[src/mcr_pkg.sv]
`default_nettype none

package mcr_pkg;

    localparam int RADIUS_BITS_DEF = 10;
    localparam int COORD_BITS_DEF  = 12;
    localparam int OUT_BITS        = 13;
    localparam int IDX_BITS        = 3;

    localparam logic [IDX_BITS-1:0] OUTLINE_LAST_IDX = 3'd7;
    localparam logic [IDX_BITS-1:0] FILL_LAST_IDX    = 3'd3;

    typedef enum logic {
        OP_START   = 1'b0,
        OP_ADVANCE = 1'b1
    } op_t;

    typedef enum logic {
        ST_IDLE = 1'b0,
        ST_EMIT = 1'b1
    } state_t;

    // controller to datapath
    typedef struct packed {
        logic                load_start;
        logic                take_step;
        logic                load_out;
        logic                last;
        logic [IDX_BITS-1:0] idx;
    } ctrl_cmd_t;

    // datapath to controller
    typedef struct packed {
        logic can_step;
        logic fill;
    } dp_status_t;

endpackage

`default_nettype wire

[src/mcr_ctrl.sv]
`default_nettype none

module mcr_ctrl (
    input  wire logic               aclk,
    input  wire logic               aresetn,
    input  wire logic               s_valid,
    output logic                    s_ready,
    input  wire logic               s_operation,
    output logic                    m_valid,
    input  wire logic               m_ready,
    input  wire mcr_pkg::dp_status_t status,
    output mcr_pkg::ctrl_cmd_t      cmd
);

    mcr_pkg::state_t                 state_reg, state_next;
    logic [mcr_pkg::IDX_BITS-1:0]    idx_reg, idx_next;
    logic                            m_valid_reg, m_valid_next;
    logic [mcr_pkg::IDX_BITS-1:0]    last_idx;
    logic                            accept;

    assign s_ready  = (state_reg == mcr_pkg::ST_IDLE);
    assign m_valid  = m_valid_reg;
    assign accept   = s_valid && s_ready;
    assign last_idx = status.fill ? mcr_pkg::FILL_LAST_IDX : mcr_pkg::OUTLINE_LAST_IDX;

    // outputs
    always_comb begin
        cmd.load_start = accept && (mcr_pkg::op_t'(s_operation) == mcr_pkg::OP_START);
        cmd.take_step  = accept && (mcr_pkg::op_t'(s_operation) == mcr_pkg::OP_ADVANCE)
                         && status.can_step;
        cmd.load_out   = (state_reg == mcr_pkg::ST_EMIT) && (!m_valid_reg || m_ready);
        cmd.idx        = idx_reg;
        cmd.last       = (idx_reg == last_idx);
    end

    // next state
    always_comb begin
        state_next = state_reg;
        case (state_reg)
            mcr_pkg::ST_IDLE: begin
                if (cmd.take_step) begin
                    state_next = mcr_pkg::ST_EMIT;
                end
            end
            mcr_pkg::ST_EMIT: begin
                if (cmd.load_out && cmd.last) begin
                    state_next = mcr_pkg::ST_IDLE;
                end
            end
            default: state_next = mcr_pkg::ST_IDLE;
        endcase
    end

    always_comb begin
        idx_next = idx_reg;
        if (cmd.take_step) begin
            idx_next = '0;
        end else if (cmd.load_out) begin
            idx_next = idx_reg + 1'b1;
        end
        if (cmd.load_out) begin
            m_valid_next = 1'b1;
        end else if (m_ready) begin
            m_valid_next = 1'b0;
        end else begin
            m_valid_next = m_valid_reg;
        end
    end

    always_ff @(posedge aclk) begin
        if (!aresetn) begin
            state_reg   <= mcr_pkg::ST_IDLE;
            idx_reg     <= '0;
            m_valid_reg <= 1'b0;
        end else begin
            state_reg   <= state_next;
            idx_reg     <= idx_next;
            m_valid_reg <= m_valid_next;
        end
    end

endmodule

`default_nettype wire

[src/mcr_dp.sv]
`default_nettype none

module mcr_dp #(
    parameter int RADIUS_BITS = mcr_pkg::RADIUS_BITS_DEF,
    parameter int COORD_BITS  = mcr_pkg::COORD_BITS_DEF
) (
    input  wire logic                               aclk,
    input  wire logic                               aresetn,
    input  wire logic        [RADIUS_BITS-1:0]      s_radius,
    input  wire logic signed [COORD_BITS-1:0]       s_center_x,
    input  wire logic signed [COORD_BITS-1:0]       s_center_y,
    input  wire logic                               s_fill_mode,
    input  wire mcr_pkg::ctrl_cmd_t                 cmd,
    output mcr_pkg::dp_status_t                     status,
    output logic signed [mcr_pkg::OUT_BITS-1:0]     m_span_x_left,
    output logic signed [mcr_pkg::OUT_BITS-1:0]     m_span_x_right,
    output logic signed [mcr_pkg::OUT_BITS-1:0]     m_span_row,
    output logic                                    m_last_of_step,
    output logic                                    m_circle_done
);

    localparam int XW = RADIUS_BITS + 1;
    localparam int DW = RADIUS_BITS + 6;
    localparam int SW = ((COORD_BITS > XW) ? COORD_BITS : XW) + 1;
    localparam int WW = (SW > mcr_pkg::OUT_BITS) ? SW : mcr_pkg::OUT_BITS;
    localparam int OW = mcr_pkg::OUT_BITS;

    logic signed [XW-1:0]         x_reg, y_reg, ex_reg, ey_reg;
    logic signed [DW-1:0]         dec_reg;
    logic signed [COORD_BITS-1:0] cx_reg, cy_reg;
    logic                         fill_reg, active_reg, done_reg;

    logic signed [XW-1:0]         x_next, y_next;
    logic signed [DW-1:0]         dec_next, dec_init, r_ext;
    logic                         done_next;

    logic signed [WW-1:0]         cxw, cyw, xw, yw;
    logic signed [WW-1:0]         cx_px, cx_mx, cx_py, cx_my, cy_py, cy_my, cy_px, cy_mx;
    logic signed [OW-1:0]         sel_left, sel_right, sel_row;

    logic signed [OW-1:0]         left_reg, right_reg, row_reg;
    logic                         last_reg, cdone_reg;

    assign status.can_step = active_reg && (x_reg <= y_reg);
    assign status.fill     = fill_reg;

    // decision update for one octant step
    always_comb begin
        r_ext    = DW'(s_radius);
        dec_init = DW'(5) - (r_ext <<< 2);
        x_next   = x_reg + XW'(1);
        if (dec_reg > 0) begin
            y_next   = y_reg - XW'(1);
            dec_next = dec_reg - (DW'(y_next) <<< 3) + (DW'(x_next) <<< 3) + DW'(4);
        end else begin
            y_next   = y_reg;
            dec_next = dec_reg + (DW'(x_next) <<< 3) + DW'(4);
        end
        done_next = (x_next > y_next);
    end

    always_ff @(posedge aclk) begin
        if (!aresetn) begin
            active_reg <= 1'b0;
            fill_reg   <= 1'b0;
        end else if (cmd.load_start) begin
            active_reg <= 1'b1;
            fill_reg   <= s_fill_mode;
        end else if (cmd.take_step && done_next) begin
            active_reg <= 1'b0;
        end
    end

    always_ff @(posedge aclk) begin
        if (cmd.load_start) begin
            x_reg   <= '0;
            y_reg   <= XW'(s_radius);
            dec_reg <= dec_init;
            cx_reg  <= s_center_x;
            cy_reg  <= s_center_y;
        end else if (cmd.take_step) begin
            x_reg    <= x_next;
            y_reg    <= y_next;
            dec_reg  <= dec_next;
            ex_reg   <= x_reg;
            ey_reg   <= y_reg;
            done_reg <= done_next;
        end
    end

    // the eight symmetric coordinates, wrapped to the output width
    always_comb begin
        cxw   = WW'(cx_reg);
        cyw   = WW'(cy_reg);
        xw    = WW'(ex_reg);
        yw    = WW'(ey_reg);
        cx_px = cxw + xw;
        cx_mx = cxw - xw;
        cx_py = cxw + yw;
        cx_my = cxw - yw;
        cy_py = cyw + yw;
        cy_my = cyw - yw;
        cy_px = cyw + xw;
        cy_mx = cyw - xw;
    end

    always_comb begin
        sel_left  = cx_px[OW-1:0];
        sel_right = cx_px[OW-1:0];
        sel_row   = cy_py[OW-1:0];
        if (fill_reg) begin
            case (cmd.idx)
                3'd0: begin
                    sel_left  = cx_mx[OW-1:0];
                    sel_right = cx_px[OW-1:0];
                    sel_row   = cy_py[OW-1:0];
                end
                3'd1: begin
                    sel_left  = cx_mx[OW-1:0];
                    sel_right = cx_px[OW-1:0];
                    sel_row   = cy_my[OW-1:0];
                end
                3'd2: begin
                    sel_left  = cx_my[OW-1:0];
                    sel_right = cx_py[OW-1:0];
                    sel_row   = cy_px[OW-1:0];
                end
                default: begin
                    sel_left  = cx_my[OW-1:0];
                    sel_right = cx_py[OW-1:0];
                    sel_row   = cy_mx[OW-1:0];
                end
            endcase
        end else begin
            case (cmd.idx)
                3'd0: begin
                    sel_left = cx_px[OW-1:0];
                    sel_row  = cy_py[OW-1:0];
                end
                3'd1: begin
                    sel_left = cx_py[OW-1:0];
                    sel_row  = cy_px[OW-1:0];
                end
                3'd2: begin
                    sel_left = cx_mx[OW-1:0];
                    sel_row  = cy_py[OW-1:0];
                end
                3'd3: begin
                    sel_left = cx_my[OW-1:0];
                    sel_row  = cy_px[OW-1:0];
                end
                3'd4: begin
                    sel_left = cx_px[OW-1:0];
                    sel_row  = cy_my[OW-1:0];
                end
                3'd5: begin
                    sel_left = cx_py[OW-1:0];
                    sel_row  = cy_mx[OW-1:0];
                end
                3'd6: begin
                    sel_left = cx_mx[OW-1:0];
                    sel_row  = cy_my[OW-1:0];
                end
                default: begin
                    sel_left = cx_my[OW-1:0];
                    sel_row  = cy_mx[OW-1:0];
                end
            endcase
            sel_right = sel_left;
        end
    end

    always_ff @(posedge aclk) begin
        if (cmd.load_out) begin
            left_reg  <= sel_left;
            right_reg <= sel_right;
            row_reg   <= sel_row;
            last_reg  <= cmd.last;
            cdone_reg <= done_reg;
        end
    end

    assign m_span_x_left  = left_reg;
    assign m_span_x_right = right_reg;
    assign m_span_row     = row_reg;
    assign m_last_of_step = last_reg;
    assign m_circle_done  = cdone_reg;

endmodule

`default_nettype wire

[src/midpoint_circle_rasterizer.sv]
`default_nettype none

// Midpoint circle rasterizer. A start transaction (s_operation = 0) loads radius, centre and
// mode and produces no result; each advance transaction (s_operation = 1) runs one octant
// step and yields eight outline points or four horizontal spans, the final one flagged by
// m_last_of_step and all of the circle's last step flagged by m_circle_done. An advance
// with no circle running produces nothing. Once accepted, an advance yields one result per
// cycle while the sink is ready, through the single output register that the result
// sequencer loads; s_ready stays low until the step's final result is loaded. No
// clipping is done: coordinates wrap to 13 bits.
module midpoint_circle_rasterizer #(
    parameter int RADIUS_BITS = mcr_pkg::RADIUS_BITS_DEF,
    parameter int COORD_BITS  = mcr_pkg::COORD_BITS_DEF
) (
    input  wire logic                               aclk,
    input  wire logic                               aresetn,
    input  wire logic                               s_valid,
    output logic                                    s_ready,
    input  wire logic                               s_operation,
    input  wire logic        [RADIUS_BITS-1:0]      s_radius,
    input  wire logic signed [COORD_BITS-1:0]       s_center_x,
    input  wire logic signed [COORD_BITS-1:0]       s_center_y,
    input  wire logic                               s_fill_mode,
    output logic                                    m_valid,
    input  wire logic                               m_ready,
    output logic signed [mcr_pkg::OUT_BITS-1:0]     m_span_x_left,
    output logic signed [mcr_pkg::OUT_BITS-1:0]     m_span_x_right,
    output logic signed [mcr_pkg::OUT_BITS-1:0]     m_span_row,
    output logic                                    m_last_of_step,
    output logic                                    m_circle_done
);

    mcr_pkg::ctrl_cmd_t  cmd;
    mcr_pkg::dp_status_t status;

    mcr_ctrl u_ctrl (
        .aclk        (aclk),
        .aresetn     (aresetn),
        .s_valid     (s_valid),
        .s_ready     (s_ready),
        .s_operation (s_operation),
        .m_valid     (m_valid),
        .m_ready     (m_ready),
        .status      (status),
        .cmd         (cmd)
    );

    mcr_dp #(
        .RADIUS_BITS (RADIUS_BITS),
        .COORD_BITS  (COORD_BITS)
    ) u_dp (
        .aclk           (aclk),
        .aresetn        (aresetn),
        .s_radius       (s_radius),
        .s_center_x     (s_center_x),
        .s_center_y     (s_center_y),
        .s_fill_mode    (s_fill_mode),
        .cmd            (cmd),
        .status         (status),
        .m_span_x_left  (m_span_x_left),
        .m_span_x_right (m_span_x_right),
        .m_span_row     (m_span_row),
        .m_last_of_step (m_last_of_step),
        .m_circle_done  (m_circle_done)
    );

endmodule

`default_nettype wire

[config.mk]
export PLATFORM = sky130hd
export DESIGN_NAME = midpoint_circle_rasterizer
export DESIGN_NICKNAME = d
export VERILOG_FILES = /design/src/mcr_pkg.sv /design/src/mcr_ctrl.sv /design/src/mcr_dp.sv /design/src/midpoint_circle_rasterizer.sv
export SDC_FILE = /design/constraint.sdc
export NUM_CORES = 1
export LEC_CHECK = 0
export ABC_AREA = 1
export BUFFER_PORTS_ARGS = -buffer_cell sky130_fd_sc_hd__buf_2
export CAP_MARGIN = 20
export CORE_ASPECT_RATIO = 0.8
export CORE_MARGIN = 4
export CORE_UTILIZATION = 57
export DETAILED_ROUTE_END_ITERATION = 7
export PLACE_DENSITY = 0.82
export SYNTH_ARGS = -nofsm -noshare
export SYNTH_HDL_FRONTEND = slang
export SYNTH_SLANG_ARGS = --single-unit
[constraint.sdc]
create_clock -name aclk -period 3.45 [get_ports aclk]
set_clock_uncertainty 0.2 [all_clocks]
set_input_delay 0.345 -clock aclk [delete_from_list [all_inputs] [get_ports aclk]]
set_output_delay 0.345 -clock aclk [all_outputs]
set_load 0.02 [all_outputs]
Word level (Yosys, flattened, before mapping):

Index checks and enable logic that the tools add are counted.

* register bits after elaboration: 133
* bits of input ports: 40
* output and inout bits: 43
* logic and storage cells: 95

* add/sub/neg operators: 17
* order comparisons: 3
* equality and inequality tests: 7
* muxes and demuxes: 22
* bitwise operators: 4
* reductions and logical operators: 23

Operator list (count)
* $pmux W13 S3: 3
* $mux W13: 5
* $add A12 B11 Y13: 4
* $sub A12 B11 Y13: 4
* $mux W16: 3
* $add A16 B14 Y16: 2
* $add A16 B4 Y16 const B: 2
* $mux W10: 2
* $gt A16 B1 Y1 const B: 1
* $reduce_or A2 Y1: 8
* $sub A16 B14 Y16: 1
* $sub A3 B12 Y13 const A: 1
* $add A11 B2 Y11 const B: 1
* $gt A11 B11 Y1: 1
* $le A11 B11 Y1: 1
* $mux W11: 1
* $sub A11 B2 Y11 const B: 1
* $eq A3 B3 Y1 const B: 3
* $logic_and A1 B1 Y1: 8
* $eq A3 B2 Y1 const B: 2
* $mux W1: 6
* $reduce_bool A2 Y1: 3
* $not A1 Y1: 4
* $add A3 B1 Y3 const B: 1
* other kinds (8): 8

Logic depth before layout (Yosys ltp):

Gate-level depths: netlist of run 1.

* word-level depth: 7
* depth in mapped cells: 21
* depth with buffers taken out: 21

Hierarchy:

A second synthesis of run 1 with hierarchy kept.

* cells, all modules: 1961
* area, all modules: 13792.0 µm²

By module, submodules not included
* mcr_dp: instances 1, cells an instance 1925, area an instance 13521.7 µm², sequential area each 3613.5 µm²
* mcr_ctrl: instances 1, cells an instance 36, area an instance 270.3 µm², sequential area each 100.1 µm²

Least setup slack after synthesis of run 1:

OpenSTA, ideal clock, no wires.

* path type: reg-to-reg
* start: register u_dp.y_reg[0]
* end: register u_dp.dec_reg[15], data pin
* setup time: 0.266 ns
* data arrival time: 2.936 ns
* data required time: 2.984 ns
* path slack: 0.048 ns
* cell stages (with the launch flop): 21
* path buffers: 0
* period minus slack after synthesis: 3.402 ns
* cell sequence: edfxtp_1 inv_1 ha_1 inv_1 nor2_1 nand2_1 nor2_1 xor2_1 xor2_1 inv_1 ha_1 a21o_1 ha_1 a21o_1 nand2_1 nand2_1 a31oi_1 nand3b_1 nand3_1 nand3_1 nand2_1

* word-level cells in the longest chain between the ends: 7

RTL lines
* start: declaration: line mcr_dp.sv:28 `logic signed [XW-1:0] x_reg, y_reg, ex_reg, ey_reg;`
* start signal: assignment: line mcr_dp.sv:77 `y_reg <= XW'(s_radius);`
* start signal: assignment: line mcr_dp.sv:83 `y_reg <= y_next;`
* $sub A11 B2 Y11: line mcr_dp.sv:53 `y_next = y_reg - XW'(1);`
* $sub A16 B14 Y16: line mcr_dp.sv:54 `dec_next = dec_reg - (DW'(y_next) <<< 3) + (DW'(x_next) <<< 3) + DW'(4);`
* $add A16 B14 Y16: line mcr_dp.sv:54
* $add A16 B4 Y16: line mcr_dp.sv:54
* $mux W16: line mcr_dp.sv:52 `if (dec_reg > 0) begin`
* $mux W16: line mcr_dp.sv:81 `end else if (cmd.take_step) begin`
* $mux W16: line mcr_dp.sv:75 `if (cmd.load_start) begin`
* end signal: assignment: line mcr_dp.sv:78 `dec_reg <= dec_init;`
* end signal: assignment: line mcr_dp.sv:84 `dec_reg <= dec_next;`
* end: declaration: line mcr_dp.sv:29 `logic signed [DW-1:0] dec_reg;`

Every way passes these cells. The select of a mux whose other input is x is not followed.
A chain may end at the register's enable or synchronous reset.

Worst setup path after layout of run 1:

* start: register u_dp.y_reg[1]
* end: register u_dp.dec_reg[15], data pin

The elaborated chain is that of the path after synthesis.

==> impl_metrics.toml, run 1 <==
[synthesis]
synthTopCellsByArea = "edfxtp_1 25%, ha_1 14%, nand2_1 11%"
synth_area_sq_mm = 0.0136
yosysSeqAreaShare_pct = 27.3
synth_cell_types = 63
synth_top_flop_cell = "edfxtp_1"
synth_edf_count = 111
synth_top_area_cell = "edfxtp_1"
synth-seq-cells = 130
synth_top_area_share_pct = 24.5
avgSynthCellArea_sq_um = 7.33
postSynthCellCount = 1853
yosysWarningCount = 0
syn_nets = 2064
async_flop_share_pct = 0

[layout]
final_core_util_pct = 68.5
area_growth_pct = 18.0
nFillCells = 1957
regArea_sq_mm = 0.00371
stdcell_area_sq_mm = 0.0160
multi_input_area_sq_mm = 0.00891
largest_register_ffs = 14
layout-drive-gt1-share_pct = 16.3
fin_nets = 2229

[setup_path]
crit_path_end = "u_dp.dec_reg[15]$_DFFE_PP_"
regToRegSetupSlack_ns = -0.09
worstPathArrival_ns = 3.53
rr_worst_depth = 16
cp.depth = 16
path_max_fanout = 3
worstSetupPathType = "reg -> reg"
required_ns = 3.43
cp_cell_sequence = "nor2_2, nand3_4, buf_6, xor2_2, inv_2, fa_1, inv_2, ha_4, a21o_1, a21boi_2, nand3_4, a31oi_1, nand3b_1, nand3_1, nand3_1, nand2_1"
rr_endpoint = "u_dp.dec_reg[15]$_DFFE_PP_"
worst_setup_path_end_kind = "flip-flop"
max_stage_delay_ns = 0.56
critPathSlowestCell = "fa_1"
cpLargestDelayFamily = "adder cells"
crit_buf_inv = 3
startpoint = "u_dp.y_reg[1]$_DFFE_PP_"
reg2reg_from = "u_dp.y_reg[1]$_DFFE_PP_"
cp-start-kind = "flip-flop"

[min_path]
holdPathStages = 4
worstHoldPathType = "in -> reg"

[clock_network]
cts_tree = "yes"
clk_pin_slew_ns = 0.07
clkSinkCount = 130
root_buffer = "clkbuf_16"
clkLatencyLatePin_ns = 0.46
numCtsBuffers = 17
cts_max_path_buffers = 2
cts_htree_levels = 4

[floorplanning]
die-area_sq_mm = 0.0264
start_util_pct = 58.0
rows = 50
die-width_microns = 181
fp.dieH_microns = 146
top_level_ports = 83
core-area_sq_mm = 0.0234

[global_route]
grtUsageTotal_pct = 34.0
antenna_found_initial = 1
grt_pass1_vias = 13100
grt_pass1_wl_microns = 71200
overflow = 0
grt_max_degree = 37

[power]
cellPowerDensity_mw_per_mm2 = 449
p_leak_nw = 7.56
max-vdd-ir-drop_mv = 0.426

[placed_design]
dp_hpwl_microns = 36300
gp_congestion = 1.01
pre_cts_ws_ns = -0.181
portBuffers = 82
dpl_cell_area_sq_mm = 0.0147

[outcome]
status = "complete, but fails checks"
failed_checks = "negative setup slack"

[flow_run]
drv_cap = 0

[drt]
ant_nets = 0
avgViaCountPerCell = 5.96
drt-initial-drc-count = 1602
drt-total-wl_microns = 46500
drc = 0
wl_per_cell_microns = 19.9
vias = 14000
first_pass_iters = 6

[sta]
slew_viol_final = 0
setup_viol = 7
min_period_ns = 3.54
tightest_slew_ns = 0.718
hold_viol_final = 0
layout_setup_ws_ns = -0.0949
fmax_ghz = 0.282
rsz0062_at_grt = "true"
max_slew_margin_pct = 51.9
fin_crit_sh_pct = 103
cells by family (layout without fill, tap and decap cells):
family	count (synthesis)	in the layout	synth area share (%)
muxes	3	3	0.230
and+or+nand+nor	764	764	24.7
DFF	130	130	27.3
buffers and inverters	318	496	9.44
other	0	1	0
AOI/OAI and AO/OA	382	382	16.1
xor gates and xnor gates	85	85	5.54
adders and majority gates	171	171	16.6
layer usage:
layer  vias up  routed length [microns]  share of wire (%)  GRT usage, %
li1       6603                        -                  -             -
met1      6429                    19200                 41          46.0
met2       795                    20800                 45          53.9
met3       142                     4690                 10          7.30
met4         0                     1840                3.9          12.3
met5         -                        0                  0             0
cell usage in the layout (no fill, tap or decap), types with 28 or more instances in the layout:
cell type,netlist,final
ha_1,155,144
buf_2,25,82
nand2_1,415,411
nor2_1,101,94
o21ai_0,137,131
nand3_1,124,120
nor3_1,37,34
edfxtp_1,111,111
inv_2,22,28
xor2_1,74,70
o21ai_1,27,30
a21oi_1,121,118
inv_1,236,229
nand4_1,39,39
buf_4,12,89
report_power, final:
part,internal (mW),switching [mW],total [mW]
clock,1.11,0.833,1.94
combinational,1.29,1.99,3.28
sequential,1.88,0.0998,1.98
tightest hold or removal path: cells and delay by family:
kind	cells	cell delay (ns)
buf+inv	2	0.11
simple gates	1	0.08
compound gates	1	0.08
worst min-delay path by stage:
stage,slack [ns],from,to
after floorplan,0.20,u_dp.done_reg$_DFFE_PP_,u_dp.m_circle_done$_DFFE_PP_
final,0.007,m_ready,u_ctrl.m_valid$_SDFFE_PN0P_
after detailed placement,0.22,u_dp.done_reg$_DFFE_PP_,u_dp.m_circle_done$_DFFE_PP_
after global placement,0.21,u_dp.done_reg$_DFFE_PP_,u_dp.m_circle_done$_DFFE_PP_
after CTS,0.003,m_ready,u_ctrl.m_valid$_SDFFE_PN0P_
after global routing,0.04,m_ready,u_ctrl.m_valid$_SDFFE_PN0P_
metrics by stage:
step / cells / power (mW) / TNS [ns] / hold slack [ns]
after floorplan: 1853 / 3.85 / 0 / 0.200
after global placement: 2273 / 4.67 / -0.0702 / 0.208
after detailed placement: 2273 / 4.75 / -0.727 / 0.223
after CTS: 2335 / 6.79 / 0 / 0.00272
after global routing: 2343 / 7.59 / -1.48 / 0.0421
final: 2344 / 7.20 / -0.249 / 0.00720
synthesized netlist by cell type (all sizes together), types with 15 or more instances:
cell type / number
a21oi: 130
a31oi: 15
buf: 40
clkbuf: 16
dfxtp: 19
edfxtp: 111
fa: 16
ha: 155
inv: 258
nand2: 427
nand3: 126
nand4: 40
nor2: 111
nor3: 43
o21ai: 165
xor2: 75
layout make-up:
| type | instances | area share, % |
|---|---|---|
| antenna | 1 | 0.0156 |
| clock buffer | 18 | 2.74 |
| clock inverter | 14 | 1.05 |
| inverter | 262 | 6.17 |
| multi-input combinational | 1405 | 55.6 |
| sequential | 130 | 23.2 |
| tap | 312 | 2.44 |
| timing repair buffer | 202 | 8.81 |
what timing repair did:
item                                   4_1_cts  5_1_grt
gates resized for setup                     18       51
hold buffers                                26        0
setup buffers                                4        8
setup endpoints to repair                    9       10
endpoints found under the hold margin       25        0
pin swaps                                    8       21
(Power assumes the default switching activity.)
==> run 2, diff against run 1 <==
- SETUP_SLACK_MARGIN: not set -> 0.15
==> run 2 against run 1 <==
  * The flow still finishes with violations (negative setup slack)
  * Cell count increased by 0.21%
  * Die area stayed put
  * Sequential power is essentially flat
  * Largest cell class unchanged
  * Register-to-register slack worse by 0.18 ns
  * Sequential share of layout area shrank 0.27 points
  * Worst setup slack lost 0.18 ns
==> impl_metrics.toml, run 2 (synthesized netlist as in run 1, its figures left out) <==
[sta]
fmax_ghz = 0.268
min_period_ns = 3.72
fin_crit_sh_pct = 108
hold_viol_final = 0
setup_tns_ns = -1.13
slew_viol_final = 0
layout_setup_ws_ns = -0.275
max_slew_margin_pct = 51.5
setup_viol = 7
tightest_slew_ns = 0.725
rsz0062_at_grt = "true"

[layout]
layout-drive-gt1-share_pct = 17.5
final_core_util_pct = 69.4
final_common_cell = "nand2_1"
stdcell_area_sq_mm = 0.0162
layout_common_cells = "406 x nand2_1, 227 x inv_1, 144 x ha_1"
fin_cells = 2349
fin_nets = 2235
diodes = 0
area_growth_pct = 19.6
nFillCells = 1926
largest_register_ffs = 14

[global_route]
antenna_found_initial = 0
grt_pass1_wl_microns = 72700
overflow = 0
grt_max_degree = 48
grtUsageTotal_pct = 34.6
grt_pass1_vias = 13400

[placed_design]
dp.cells = 2267
dp_hpwl_microns = 36400
dpl_cell_area_sq_mm = 0.0147
portBuffers = 82
gp_congestion = 1.02

[clock_network]
root_buffer = "clkbuf_16"
cts_max_path_buffers = 2
clkLatencyLatePin_ns = 0.46
clkSinkCount = 130
cts_htree_levels = 4
numCtsBuffers = 17
cts_tree = "yes"
clk_pin_slew_ns = 0.07

[setup_path]
crit_path_end = "u_dp.dec_reg[15]$_DFFE_PP_"
rr_worst_depth = 20
worstSetupPathType = "reg -> reg"
reg2reg_from = "u_dp.y_reg[2]$_DFFE_PP_"
startpoint = "u_dp.y_reg[2]$_DFFE_PP_"
cp-start-kind = "flip-flop"
path_max_fanout = 4
required_ns = 3.43
rr_endpoint = "u_dp.dec_reg[15]$_DFFE_PP_"
worst_setup_path_end_kind = "flip-flop"
worstPathArrival_ns = 3.71
regToRegSetupSlack_ns = -0.27

[min_path]
worstHoldPathType = "in -> reg"
holdPathStages = 3

[drt]
wl_per_cell_microns = 20.7
first_pass_iters = 5
drt-initial-drc-count = 1830
avgViaCountPerCell = 6.09
drt-total-wl_microns = 48700
vias = 14300
drc = 0
ant_nets = 0

[floorplanning]
start_util_pct = 58.0
core-area_sq_mm = 0.0234
die-area_sq_mm = 0.0264
top_level_ports = 83
die-width_microns = 181
fp.dieH_microns = 146
rows = 50

[power]
p_leak_nw = 7.65
max-vdd-ir-drop_mv = 0.419
power_mw = 7.53
cellPowerDensity_mw_per_mm2 = 464

[outcome]
status = "complete, but fails checks"
failed_checks = "negative setup slack"

[flow_run]
drv_cap = 0
==> run 2: cell types whose count changed in the layout (fill, tap and decap cells not counted), moves of 4 or more <==
cell     delta
o21ai_1     +5
nand2_1     -5
o21ai_0     -6
buf_4       +5
nor2_4      +4
==> run 2: worst min-delay path by stage <==
stage                            start                           end  slack (ns)
2_1_floorplan  u_dp.done_reg$_DFFE_PP_  u_dp.m_circle_done$_DFFE_PP_        0.20
3_3_place_gp   u_dp.done_reg$_DFFE_PP_  u_dp.m_circle_done$_DFFE_PP_        0.22
3_5_place_dp   u_dp.done_reg$_DFFE_PP_  u_dp.m_circle_done$_DFFE_PP_        0.22
4_1_cts                    s_fill_mode    u_dp.fill_reg$_SDFFE_PN0P_       0.003
5_1_grt                        m_ready   u_ctrl.m_valid$_SDFFE_PN0P_        0.05
6_report                   s_fill_mode    u_dp.fill_reg$_SDFFE_PN0P_       0.007
==> run 2: worst max-delay path: stages (launching register included) <==
cell and delay, ns:
edfxtp_1 0.51, buf_6 0.18, nor2_4 0.10, nand3_2 0.12, nor2_2 0.18, nand2_2 0.08
nor2_2 0.10, xor2_1 0.27, xor2_1 0.22, inv_1 0.08, ha_2 0.17, a21o_1 0.18
ha_4 0.27, a21o_1 0.17, nand2_1 0.06, nand2_1 0.06, a31oi_2 0.15, nand3b_1 0.13
nand3_1 0.08, nand3_1 0.08, nand2_1 0.06
==> run 2: stage by stage <==
step | hold WS, ns | worst slack (ns)
after floorplan | 0.200 | 0.120
after global placement | 0.221 | 0.00502
after detailed placement | 0.224 | -0.120
after CTS | 0.00341 | 0.0830
after global routing | 0.0468 | -0.399
final | 0.00720 | -0.275
==> run 2: cell type report <==
| cell class | count | area (sq um) | area share (%) |
|---|---|---|---|
| multi-input combinational | 1405 | 9050 | 55.7 |
| sequential | 130 | 3720 | 22.9 |
| timing repair buffer | 208 | 1460 | 9.01 |
| inverter | 262 | 988 | 6.09 |
| clock buffer | 19 | 433 | 2.67 |
| tap | 312 | 390 | 2.40 |
| clock inverter | 13 | 198 | 1.22 |
==> run 2: repair_timing <==
action / 4_1_cts / 5_1_grt
cloned: 0 / 0
gates resized for setup: 48 / 63
hold buffers: 25 / 0
pin swaps: 26 / 35
setup buffers: 12 / 13
endpoints found under the hold margin: 25 / 0
setup endpoints to repair: 9 / 16
==> run 2: routing by layer <==
layer  part of all wire [%]  up-vias  track usage, %
li1                       -     6593               -
met3                     10      170            6.18
met4                    4.9        0            15.1
met1                     41     6689            46.7
met5                      0        -               0
met2                     45      865            54.9
==> run 2: report_power, final <==
part,switching [mW],internal (mW),leakage [nW]
Combinational,2.15,1.37,6.17
Clock,0.811,1.22,0.303
Sequential,0.102,1.88,1.18
Total,3.06,4.47,7.65
==> run 3, diff against run 2 <==
- SKIP_CTS_REPAIR_TIMING: not set -> 1
==> run 3 against run 2 <==
  * The flow finishes with violations (negative hold slack, negative setup slack)
  * Utilization down 0.52 points
  * Flip-flop and latch count unchanged
  * Count of clock-buffer cells in the layout unchanged
  * Non-clock buffer count decreased by 10
  * Critical path type unchanged
  * Highest routed layer unchanged
==> impl_metrics.toml, run 3 (synthesized netlist as in run 1, its figures left out) <==
[outcome]
status = "complete, but fails checks"
failed_checks = "negative hold slack, negative setup slack"

[setup_path]
max_stage_delay_ns = 0.47
cp-start-kind = "flip-flop"
worst_setup_path_end_kind = "flip-flop"
path_max_fanout = 4
crit_path_frequent_cell = "nand2_1"
required_ns = 3.42
worstSetupPathType = "reg -> reg"
cp_cell_sequence = "nor2_2, nand3_2, nor3_2, xor2_1, xor2_1, inv_1, ha_4, ha_4, buf_4, nand2_2, nor2_4, nand3_1, nand4_1, a21oi_2, o21ai_1, nand2_1, nand2_1, nand2_1"
cpLargestDelayFamily = "simple AND/OR/NAND/NOR gates"
crit_buf_inv = 2
regToRegSetupSlack_ns = -0.13
worstPathArrival_ns = 3.55
critPathSlowestCell = "edfxtp_1"

[placed_design]
dp.cells = 2267
portBuffers = 82
pre_cts_ws_ns = -0.120
gp_congestion = 1.02
dp_hpwl_microns = 36400

[global_route]
grt_pass1_vias = 13000
antenna_found_initial = 0
grtUsageTotal_pct = 33.7
overflow = 0
grt_pass1_wl_microns = 70600
grt_max_degree = 48

[floorplanning]
top_level_ports = 83
start_util_pct = 58.0
die-width_microns = 181
die-area_sq_mm = 0.0264
core-area_sq_mm = 0.0234
fp.dieH_microns = 146
rows = 50

[sta]
tightest_slew_ns = 0.696
setup_tns_ns = -0.490
layout_setup_ws_ns = -0.132
fin_crit_sh_pct = 104
min_period_ns = 3.58
setup_viol = 5
max_slew_margin_pct = 53.4
slew_viol_final = 0
fmax_ghz = 0.279
rsz0062_at_grt = "true"
fin_hold_ws_ns = -0.00594
hold_viol_final = 1

[clock_network]
clkLatencyLatePin_ns = 0.44
clk_pin_slew_ns = 0.07
numCtsBuffers = 17
clkSinkCount = 130
root_buffer = "clkbuf_16"
cts_htree_levels = 4
cts_tree = "yes"
cts_max_path_buffers = 2

[flow_run]
drv_cap = 0

[layout]
fin_nets = 2225
final_common_cell = "nand2_1"
layout_common_cells = "403 x nand2_1, 228 x inv_1, 142 x ha_1"
largest_register_ffs = 14
fin_cells = 2339
area_growth_pct = 18.7
layout-drive-gt1-share_pct = 17.4
diodes = 0
nFillCells = 1939

[power]
p_leak_nw = 7.59
max-vdd-ir-drop_mv = 0.393
cellPowerDensity_mw_per_mm2 = 455

[drt]
first_pass_iters = 8
wl_per_cell_microns = 20.1
avgViaCountPerCell = 6.02
drt-initial-drc-count = 1732
ant_nets = 0
drt-total-wl_microns = 47000
vias = 14100
drc = 0

[min_path]
worstHoldPathType = "in -> reg"
run 3: cell types whose count changed in the layout (fill, tap and decap cells not counted), moves of 3 or more:
| cell | change |
|---|---|
| nor2_4 | -3 |
| nand2_2 | +4 |
| buf_6 | -4 |
| nand2_1 | -3 |
| buf_4 | -5 |
run 3: cell type report:
cell class | count | area [sq um] | share of cell area [%]
sequential | 130 | 3720 | 23.1
clock inverter | 13 | 198 | 1.23
inverter | 262 | 988 | 6.13
clock buffer | 19 | 433 | 2.69
multi-input combinational | 1405 | 9020 | 55.9
timing repair buffer | 198 | 1370 | 8.50
tap | 312 | 390 | 2.42
run 3: per-stage QoR:
stage	cell area [sq um]	util [%]	power (mW)
final	16100	68.9	7.33
after global routing	16100	68.9	7.72
after CTS	15300	65.5	6.72
after detailed placement	14700	62.8	4.70
after global placement	14700	62.8	4.63
after floorplan	13600	-	3.86
run 3: path summary, 6_finish.rpt:
check	cells past startpoint	endpoint	start
setup reg to reg	18	u_dp.dec_reg[14]$_DFFE_PP_	u_dp.y_reg[2]$_DFFE_PP_
hold reg to reg	0	u_dp.m_circle_done$_DFFE_PP_	u_dp.done_reg$_DFFE_PP_
setup / recovery	18	u_dp.dec_reg[14]$_DFFE_PP_	u_dp.y_reg[2]$_DFFE_PP_
hold / removal	3	u_dp.fill_reg$_SDFFE_PN0P_	aresetn
run 3: where the power goes:
group	internal [mW]	total [mW]	switching, mW
Combinational	1.31	3.33	2.03
Clock	1.22	2.02	0.795
Sequential	1.88	1.98	0.100
run 3: routing by layer:
layer,GRT usage [%],wire length (microns),vias to the layer above
li1,-,-,6566
met1,46.4,19400,6579
met2,53.1,20900,800
met3,5.60,4660,131
met4,13.5,2000,0
met5,0,0,-
run 3: worst min-delay path: cells and delay by family:
family          cells  cell delay [ns]
compound gates      2             0.12
buf+inv             1             0.12
